[config.mk]
export PLATFORM = sky130hd
export DESIGN_NAME = binary_to_decimal_digits_unit
export DESIGN_NICKNAME = d
export VERILOG_FILES = /design/src/sv/b2d_pkg.sv /design/src/sv/binary_to_decimal_digits_unit.sv /design/src/sv/b2d_dabble.sv
export SDC_FILE = /design/constraint.sdc
export NUM_CORES = 1
export LEC_CHECK = 0
export ABC_AREA = 1
export BUFFER_PORTS_ARGS = -buffer_cell sky130_fd_sc_hd__buf_2
export CORE_MARGIN = 2
export CORE_UTILIZATION = 55
export DETAILED_ROUTE_END_ITERATION = 8
export GPL_ROUTABILITY_DRIVEN = 0
export PLACE_DENSITY = 0.88
export SLEW_MARGIN = 5
export SYNTH_ARGS = -nofsm -noshare
export SYNTH_HDL_FRONTEND = slang
export SYNTH_SLANG_ARGS = --single-unit
[constraint.sdc]
create_clock -name clk -period 2.53 [get_ports clk]
set_input_delay 0.759 -clock clk [delete_from_list [all_inputs] [get_ports clk]]
set_output_delay 0.759 -clock clk [all_outputs]
set_load 0.01 [all_outputs]
[src/sv/b2d_pkg.sv]
// shared constants and types for the binary to decimal digit unit
`default_nettype none

package b2d_pkg;

    localparam int VALUE_BITS = 64;
    localparam int DIGIT_CAP  = 20;
    localparam int DIGIT_W    = 4;
    localparam int LIMIT_W    = 5;
    localparam int IDX_W      = $clog2(DIGIT_CAP);
    localparam int CNT_W      = $clog2(VALUE_BITS + 1);

    localparam logic [LIMIT_W-1:0] MAX_DIGITS_RESET = LIMIT_W'(20);

    typedef logic [DIGIT_CAP-1:0][DIGIT_W-1:0] digits_t;

    typedef struct packed {
        logic busy;
        logic done;
    } conv_status_t;

endpackage

`default_nettype wire

[src/sv/binary_to_decimal_digits_unit.sv]
// top level: converts a binary value into decimal digits, most significant first
// flow: an accepted beat starts the converter; once it reports done, the digits are emitted from ST_EMIT
// the input stalls outside ST_IDLE, so one value is converted at a time by the one-bit-per-cycle
//   shift-and-add-three converter, then sent out one digit per cycle while out_stall is low
// the next input beat is taken while the last digit still waits at the output
// reset: asynchronous active low, max_digits returns to 20, no beat pending
`default_nettype none

module binary_to_decimal_digits_unit
    import b2d_pkg::*;
(
    input  wire logic               clk,
    input  wire logic               rst_n,
    input  wire logic               in_valid,
    output logic                    in_stall,
    input  wire logic [63:0]        value,
    output logic                    out_valid,
    input  wire logic               out_stall,
    output logic [DIGIT_W-1:0]      digit,
    output logic                    is_last,
    input  wire logic               cfg_valid,
    output logic                    cfg_ready,
    input  wire logic [LIMIT_W-1:0] cfg_data
);

    typedef enum logic [2:0] {
        ST_IDLE = 3'b001,
        ST_CONV = 3'b010,
        ST_EMIT = 3'b100
    } state_t;

    state_t             state_reg, state_next;
    logic [LIMIT_W-1:0] max_digits_reg;
    logic [LIMIT_W-1:0] limit;
    logic [LIMIT_W-1:0] count;
    logic [IDX_W-1:0]   idx_reg, idx_next;
    logic               out_valid_reg, out_valid_next;
    logic [DIGIT_W-1:0] digit_reg, digit_next;
    logic               is_last_reg, is_last_next;
    logic               in_accept;
    logic               out_free;
    conv_status_t       conv_status;
    digits_t            conv_bcd;
    logic [LIMIT_W-1:0] conv_len;

    assign cfg_ready = 1'b1;
    assign in_stall  = (state_reg != ST_IDLE);
    assign in_accept = in_valid && !in_stall;
    assign out_free  = !out_valid_reg || !out_stall;

    b2d_dabble u_dabble (
        .clk    (clk),
        .rst_n  (rst_n),
        .start  (in_accept),
        .value  (value[VALUE_BITS-1:0]),
        .status (conv_status),
        .bcd    (conv_bcd),
        .len    (conv_len)
    );

    // zero acts as one, anything above the cap acts as the cap
    always_comb
    begin
        if (max_digits_reg == '0)
        begin
            limit = LIMIT_W'(1);
        end
        else if (max_digits_reg > LIMIT_W'(DIGIT_CAP))
        begin
            limit = LIMIT_W'(DIGIT_CAP);
        end
        else
        begin
            limit = max_digits_reg;
        end
        count = (conv_len < limit) ? conv_len : limit;
    end

    always_comb
    begin
        state_next     = state_reg;
        idx_next       = idx_reg;
        out_valid_next = out_valid_reg;
        digit_next     = digit_reg;
        is_last_next   = is_last_reg;
        if (out_valid_reg && !out_stall)
        begin
            out_valid_next = 1'b0;
        end
        unique case (state_reg)
            ST_IDLE:
            begin
                if (in_accept)
                begin
                    state_next = ST_CONV;
                end
            end
            ST_CONV:
            begin
                if (conv_status.done)
                begin
                    idx_next   = IDX_W'(count - LIMIT_W'(1));
                    state_next = ST_EMIT;
                end
            end
            ST_EMIT:
            begin
                if (out_free)
                begin
                    out_valid_next = 1'b1;
                    digit_next     = conv_bcd[idx_reg];
                    is_last_next   = (idx_reg == '0);
                    if (idx_reg == '0)
                    begin
                        state_next = ST_IDLE;
                    end
                    else
                    begin
                        idx_next = idx_reg - IDX_W'(1);
                    end
                end
            end
            default:
            begin
                state_next = ST_IDLE;
            end
        endcase
    end

    always_ff @(posedge clk or negedge rst_n)
    begin
        if (!rst_n)
        begin
            state_reg      <= ST_IDLE;
            out_valid_reg  <= 1'b0;
            max_digits_reg <= MAX_DIGITS_RESET;
        end
        else
        begin
            state_reg     <= state_next;
            out_valid_reg <= out_valid_next;
            if (cfg_valid && cfg_ready)
            begin
                max_digits_reg <= cfg_data;
            end
        end
    end

    always_ff @(posedge clk)
    begin
        idx_reg     <= idx_next;
        digit_reg   <= digit_next;
        is_last_reg <= is_last_next;
    end

    assign out_valid = out_valid_reg;
    assign digit     = digit_reg;
    assign is_last   = is_last_reg;

    // checks

    a_done_in_conv: assert property (@(posedge clk) disable iff (!rst_n)
        conv_status.done |-> (state_reg == ST_CONV))
        else $error("converter finished outside conversion");

    a_conv_busy: assert property (@(posedge clk) disable iff (!rst_n)
        in_accept |=> conv_status.busy && (state_reg == ST_CONV))
        else $error("accepted beat did not start a conversion");

    a_idx_in_limit: assert property (@(posedge clk) disable iff (!rst_n)
        (state_reg == ST_EMIT) |-> (LIMIT_W'(idx_reg) < limit))
        else $error("digit index beyond limit");

    a_digit_range: assert property (@(posedge clk) disable iff (!rst_n)
        $rose(out_valid_reg) |-> (digit_reg <= DIGIT_W'(9)))
        else $error("digit out of decimal range");

endmodule

`default_nettype wire

[src/sv/b2d_dabble.sv]
// bit-serial shift-and-add-three converter from binary to packed decimal digits
`default_nettype none

module b2d_dabble
    import b2d_pkg::*;
(
    input  wire logic                  clk,
    input  wire logic                  rst_n,
    input  wire logic                  start,
    input  wire logic [VALUE_BITS-1:0] value,
    output conv_status_t               status,
    output digits_t                    bcd,
    output logic [LIMIT_W-1:0]         len
);

    logic [VALUE_BITS-1:0] bits_reg, bits_next;
    logic [CNT_W-1:0]      cnt_reg, cnt_next;
    digits_t               bcd_reg, bcd_next;
    digits_t               adj;
    logic [LIMIT_W-1:0]    len_reg, len_next;
    logic                  busy_reg, busy_next;
    logic                  done_reg, done_next;

    // add three to every digit of five or more, then shift in the next bit
    always_comb
    begin
        for (int i = 0; i < DIGIT_CAP; i++)
        begin
            adj[i] = (bcd_reg[i] >= DIGIT_W'(5)) ? bcd_reg[i] + DIGIT_W'(3) : bcd_reg[i];
        end
    end

    always_comb
    begin
        bits_next = bits_reg;
        cnt_next  = cnt_reg;
        bcd_next  = bcd_reg;
        len_next  = len_reg;
        busy_next = busy_reg;
        done_next = 1'b0;
        if (start)
        begin
            bits_next = value;
            cnt_next  = CNT_W'(VALUE_BITS);
            bcd_next  = '0;
            len_next  = LIMIT_W'(1);
            busy_next = 1'b1;
        end
        else if (busy_reg)
        begin
            bcd_next  = digits_t'({adj, bits_reg[VALUE_BITS-1]});
            bits_next = {bits_reg[VALUE_BITS-2:0], 1'b0};
            cnt_next  = cnt_reg - CNT_W'(1);
            // significant digits grow by at most one per shifted bit
            if (len_reg < LIMIT_W'(DIGIT_CAP))
            begin
                if (bcd_next[len_reg[IDX_W-1:0]] != '0)
                begin
                    len_next = len_reg + LIMIT_W'(1);
                end
            end
            if (cnt_reg == CNT_W'(1))
            begin
                busy_next = 1'b0;
                done_next = 1'b1;
            end
        end
    end

    always_ff @(posedge clk or negedge rst_n)
    begin
        if (!rst_n)
        begin
            busy_reg <= 1'b0;
            done_reg <= 1'b0;
            cnt_reg  <= '0;
        end
        else
        begin
            busy_reg <= busy_next;
            done_reg <= done_next;
            cnt_reg  <= cnt_next;
        end
    end

    always_ff @(posedge clk)
    begin
        bits_reg <= bits_next;
        bcd_reg  <= bcd_next;
        len_reg  <= len_next;
    end

    assign status.busy = busy_reg;
    assign status.done = done_reg;
    assign bcd         = bcd_reg;
    assign len         = len_reg;

endmodule

`default_nettype wire

; ---- Word level (Yosys, flattened, before mapping)
; Cells that the tools add are included.
[totals]
elab_cells = 154
output_inout_bits = 8
ff_bits = 177
inputBits = 74
[classes]
eq_ne = 10
reduce_logical = 15
n_addsub = 24
n_mux = 49
order_cmp = 25
[ops]
columns = op, count
row1 = $mux W64, 2
row2 = $mux W4, 21
row3 = $ge A4 B3 Y1 const B, 20
row4 = $add A4 B2 Y4 const B, 19
row5 = $bmux W4 S5, 2
row6 = $mux W5, 6
row7 = $mux W3, 5
row8 = $mux W7, 2
row9 = $lt A5 B6 Y1 const B, 2
row10 = $logic_not A5 Y1, 2
row11 = $pmux W5 S2, 1
row12 = $sub A5 B1 Y5 const B, 2
row13 = $mux W1, 9
row14 = $pmux W3 S3, 1
row15 = $ne A2 B2 Y1 const B, 4
row16 = $reduce_and A4 Y1, 2
row17 = $eq A7 B1 Y1 const B, 1
row18 = $sub A7 B1 Y7 const B, 1
row19 = $add A5 B1 Y5 const B, 1
row20 = $gt A5 B5 Y1 const B, 1
row21 = $lt A5 B5 Y1, 1
row22 = $lt A5 B5 Y1 const B, 1
row23 = $reduce_bool A2 Y1, 2
row24 = $reduce_bool A4 Y1, 1
row25 = 11 further kinds, 14

; ---- Longest topological paths before layout
[logic_depth]
depth_word = 8
depth_mapped = 21
mapped_depth_nobuf = 21

; ---- By module
; A second synthesis with hierarchy kept.
[unflattened]
hier_cells = 1421
area_unflattened_um2 = 10307.4
[modules_own_cells]
columns = module, seq_area_each_um2, n_inst, area_per_inst_um2, cells_per_inst
row1 = b2d_dabble, 3848.7, 1, 8479.4, 1139
row2 = binary_to_decimal_digits_unit, 529.3, 1, 1828.0, 282

; ---- Worst setup path before layout
; OpenSTA, ideal clock, no wires.
[synth_path]
path_kind = register -> register
start = register, netlist name idx_reg[3]
end = register u_dabble.bits_reg[0] (enable)
path_stages_with_launch = 11
t_arrival_ps = 2392
slack_ps = -258
required_ps = 2134
path_buffers = 1
period_less_slack_ps = 2788
setup_time_ps = 396
cell_sequence = edfxtp_1 nor2_4 inv_2 nor4_4 inv_2 a21oi_2 nand2_2 nor2_4 inv_2 nand2_2 buf_2
[synth_rtl]
columns = item, line
row1 = end signal: assignment, b2d_dabble.sv:88  ; bits_reg <= bits_next;
row2 = end: declaration, b2d_dabble.sv:16  ; logic [VALUE_BITS-1:0] bits_reg, bits_next;

; ---- Final worst setup path
[layout_path]
start = register max_digits_reg[3]
end = register idx_reg[4] (data pin)
[layout_between]
elab_chain_cells = 8
word_cells_on_any_way = 9
cone_classes = 1 x add/sub / 2 x order compare / 5 x mux / 1 x reduce/logical
[layout_rtl]
columns = item, line
row1 = start: declaration, binary_to_decimal_digits_unit.sv:33  ; logic [LIMIT_W-1:0] max_digits_reg;
row2 = start signal: assignment, binary_to_decimal_digits_unit.sv:144  ; max_digits_reg <= cfg_data;
row3 = $gt A5 B5 Y1, binary_to_decimal_digits_unit.sv:68  ; else if (max_digits_reg > LIMIT_W'(DIGIT_CAP))
row4 = $mux W5, binary_to_decimal_digits_unit.sv:68
row5 = $mux W5 (*), binary_to_decimal_digits_unit.sv:64  ; if (max_digits_reg == '0)
row6 = $lt A5 B5 Y1, binary_to_decimal_digits_unit.sv:76  ; count = (conv_len < limit) ? conv_len : limit;
row7 = $mux W5 (*), binary_to_decimal_digits_unit.sv:76
row8 = $sub A5 B1 Y5 (*), binary_to_decimal_digits_unit.sv:102  ; idx_next = IDX_W'(count - LIMIT_W'(1));
row9 = $mux W5 (*), binary_to_decimal_digits_unit.sv:100  ; if (conv_status.done)
row10 = $pmux W5 S2 (*), binary_to_decimal_digits_unit.sv:90  ; unique case (state_reg)
row11 = net idx_next[4], binary_to_decimal_digits_unit.sv:36  ; logic [IDX_W-1:0] idx_reg, idx_next;
row12 = end signal: assignment, binary_to_decimal_digits_unit.sv:151  ; idx_reg <= idx_next;
row13 = end: declaration, binary_to_decimal_digits_unit.sv:36
; Mark *: on every way through the listed nets, which the timed path passes. The rest lies on a longest branch. The select of a mux whose other input is x is not followed.
; A chain may end at the register's enable or synchronous reset.

==> metrics.md <==
| Metric | Value |
|---|---|
| Share of layout cells above drive strength 1 | 0.132 |
| CP delay by family, top | simple AND/OR/NAND/NOR gates |
| Fin crit period | 2.65 ns |
| Antenna-violating nets left | 0 |
| Sw frac | 0.477 |
| Rel. slew slack | 0.614 |
| Setup Viol. Count Final | 2 |
| Top FF cell, synth | dfxtp_1 |
| H-tree level count | 4 |
| Clock Power Share | 0.145 |
| Buffers added on ports | 80 |
| Peak Freq | roughly 380 MHz |
| Worst-path clk slew | about 0.080 ns |
| Buf/Inv on CP | 1 |
| Crit end category | register |
| DRT iter0 DRCs | a little over 1000 |
| Critical path depth | 16 |
| Clock Skews | about 0.015 ns |
| Vias in the first global route | 9401 |
| WL/cell | 15.5 um |
| Kind of critical path | reg2reg |
| Critical Path End | idx_reg[4]$_DFFE_PP_ |
| Psw | just under 9 mW |
| Clock Sinks | 177 |
| Worst VDD drop | 0.899 mV |
| Io pins | roughly 80 |
| Yosys top cell by area | edfxtp_1 |
| Initial Utilization | 0.565 |
| Most frequent CP cell | nand2_1 |
| Num CTS Buffers | 17 |
| P_leak | about 5.7 nW |
| Die width | around 140 um |
| Post-Synthesis Cell Area | approximately 0.01 sq mm |
| Least-Margin Pin Slew | 0.580 ns |
| Pre-CTS setup slack | -0.149 ns |
| Max reg flops | 80 |
| Critical Path Max Stage Delay | 0.44 ns |
| Gate Count Post-Synth | between 1000 and 1500 |
| Layout Nets | 1595 |
| Worst path cell trace | nor3_2 > nor2_1 > nor2_1 > ha_1 > a21oi_2 > o21a_1 > nand2_2 > nand2_1 > o211ai_1 > o21ai_1 > ha_4 > inv_2 > nor2_4 > nand2_1 > nand2_1 > nand2_1 |
| Seq pwr share | 0.303 |
| Fillcell total | 1394 |
| DP HPWL | around 18000 um |
| DRC violations left | 0 |
| Failing checks | negative setup slack |
| Fin. Hold Viols | 0 |
| Worst EP required | approximately 2.7 ns |
| Outcome | finished with violations |
| Setup TNS | -0.203 ns |
| Number of synthesized register bits | between 150 and 200 |
| Crit start category | register |
| First-pass GRT wire length | approximately 43000 um |
| # diodes | 0 |
| Area growth, synth to finish | 15.2% |
| Synth top area cells | edfxtp_1 (22%), nand2_1 (17%), dfxtp_1 (17%) |
| Crit path DAT | 2.86 ns |
| RSZ-0062 raised after global routing | true |
| # rows | 49 |
| R2R depth | 16 |
| Async S/R FF share, synth | 0.102 |
| Part of the power in combinational logic | 0.552 |
| Slew Viols, Final | 0 |
| Die Height | between 100 and 150 um |
| Pint | 9.59 mW |
| Root Buffer | clkbuf_16 |
| Reg2reg start | max_digits_reg[3]$_DFFE_PN0P_ |
| Max-cap violations | 0 |
| Cts hold-fix bufs | 0 |
| Seq/Total Area, Yosys | 0.428 |
| Finished Core Util | 0.651 |
| Clock network latency to the later pin of the worst-skew pair | roughly 0.45 ns |
| Initial antenna violation count | 0 |
| First-pass DRT Iterations | 8 |
| Slowest CP cell | dfrtp_1 |
| Crit path max fanout | 5 |
| R2r endpoint | idx_reg[4]$_DFFE_PP_ |
| Tcrit/Tclk final | 1.05 |
| Core footprint | 0.0181 sq mm |
| Number of synthesized flops with an enable pin | 74 |
| Global Route Usage Sum | 0.265 |
| Grt total ovfl | 0 |
| Die area | 0.0197 sq mm |
| Final WS setup | -0.125 ns |
| Top-area cell type share of the netlist area | 0.217 |
| Largest net degree at the start of global routing | 70 |
| Distinct cells, synth | 41 |
| Worst min path class | in2async |
| Total vias in the final route | 9976 |
| Crit. Startpoint | max_digits_reg[3]$_DFFE_PN0P_ |
| PwrDens | 1560 mW/mm^2 |
| Routed wire length | 26600 um |
| Yosys warns | 0 |
| Via density | around 5.8 |
| Power Total | roughly 18 mW |
| CTS tree | done |
| Average size of a mapped cell | between 7 and 8 sq um |
| Post-Syn Nets | 1511 |
| Worst R2R Setup Slack | -0.12 ns |
| CTS max path bufs | 2 |
routing by layer:
metal | vias up | GRT usage | wire length [um]
met5 | - | 0 | 0
met4 | 0 | 0.124 | 1000
met3 | 97 | 0.0503 | 2010
met2 | 458 | 0.461 | 13200
met1 | 4614 | 0.317 | 10400
li1 | 4807 | - | -
through the flow:
| step | area, sq um | std cells | hold slack [ns] |
|---|---|---|---|
| after floorplan | 10200 | 1389 | 0.457 |
| final | 11800 | 1715 | 0.226 |
| after detailed placement | 11000 | 1677 | 0.496 |
| after CTS | 11600 | 1712 | 0.238 |
| after global routing | 11800 | 1715 | 0.254 |
| after global placement | 11000 | 1677 | 0.478 |
power by group through the flow:
stage | Clock [mW] | Sequential (mW) | Combinational [mW]
after floorplan | 0 | 5.33 | 7.07
after global placement | 0 | 5.50 | 9.01
after detailed placement | 0 | 5.55 | 9.37
after CTS | 2.67 | 5.51 | 9.54
after global routing | 2.78 | 5.68 | 11.4
final | 2.65 | 5.55 | 10.1
layout by cell type, fill, tap and decap left out, types with 6 or more instances in the layout:
cell / count
nand2_1: 464
inv_1: 150
o21ai_0: 107
nand3_1: 104
dfxtp_1: 83
buf_2: 80
edfxtp_1: 74
a21oi_1: 65
o22ai_1: 57
ha_1: 47
nor2_1: 42
buf_4: 33
nand4_1: 23
clkbuf_16: 18
o21ai_1: 17
dfrtp_1: 15
a31oi_1: 12
xor2_1: 9
inv_8: 6
buf_12: 6
cells by family (layout without fill, tap and decap cells):
logic type | count (synthesis) | after routing | synth area share
fa+ha+maj | 48 | 48 | 0.0587
flops | 177 | 177 | 0.428
xor+xnor | 10 | 10 | 0.00857
compound gates | 276 | 276 | 0.148
simple gates | 663 | 663 | 0.269
mux | 2 | 2 | 0.00220
other cells | 1 | 1 | 0.000367
buf+inv | 212 | 309 | 0.0848
area by class of cell:
| type | instances | area, sq um | share of cell area |
|---|---|---|---|
| inverters | 156 | 586 | 0.0497 |
| clock inverters | 15 | 158 | 0.0134 |
| well taps | 229 | 287 | 0.0243 |
| clock buffers | 17 | 425 | 0.0361 |
| flip-flops and latches | 177 | 4380 | 0.372 |
| multi-input cells | 1000 | 5120 | 0.435 |
| repair buffers | 121 | 821 | 0.0697 |
worst reg2reg max path, delay by kind of cell, from the launching register on:
| kind | cells | cell delay [ns] |
|---|---|---|
| buffers and inverters | 1 | 0.04 |
| AOI/OAI and AO/OA | 4 | 0.58 |
| DFF | 1 | 0.44 |
| and+or+nand+nor | 9 | 0.88 |
| adders and majority gates | 2 | 0.47 |
cell usage after synthesis, types with 3 or more instances:
library cell and n:
buf_4 4, dfxtp_1 85, o21ai_1 8, dfrtp_1 15, a21oi_1 67, inv_2 3, or2_2 3, dfstp_2 3
buf_1 7, nand4_1 23, buf_2 21, nand2_1 468, nand3_1 109, a32o_1 3, o211ai_1 3, a31oi_1 12
o22ai_1 57, nor2_1 45, inv_1 152, edfxtp_1 74, xor2_1 10, o21ai_0 119, nor3_1 5, clkbuf_1 20
buf_6 4, ha_1 48
repair_timing:
item | in CTS | in global routing
resized for setup | 5 | 36
endpoints found under the setup margin | 3 | 86
pin swaps | 4 | 13
gates cloned | 0 | 1
setup buffers | 3 | 4
how the worst min path moves through the flow:
stage | from | to | slack, ns | cells past startpoint
after global routing | rst_n | max_digits_reg[3]$_DFFE_PN0P_ | 0.25 | 1
final | rst_n | max_digits_reg[3]$_DFFE_PN0P_ | 0.23 | 1
after global placement | u_dabble.cnt_reg[6]$_DFFE_PN0P_ | u_dabble.cnt_reg[6]$_DFFE_PN0P_ | 0.48 | 1
after floorplan | rst_n | max_digits_reg[0]$_DFFE_PN0P_ | 0.46 | 0
after detailed placement | u_dabble.bits_reg[57]$_DFFE_PP_ | u_dabble.bits_reg[58]$_DFFE_PP_ | 0.50 | 2
after CTS | rst_n | max_digits_reg[3]$_DFFE_PN0P_ | 0.24 | 1
Note: power is estimated with default switching activity, not from simulation.
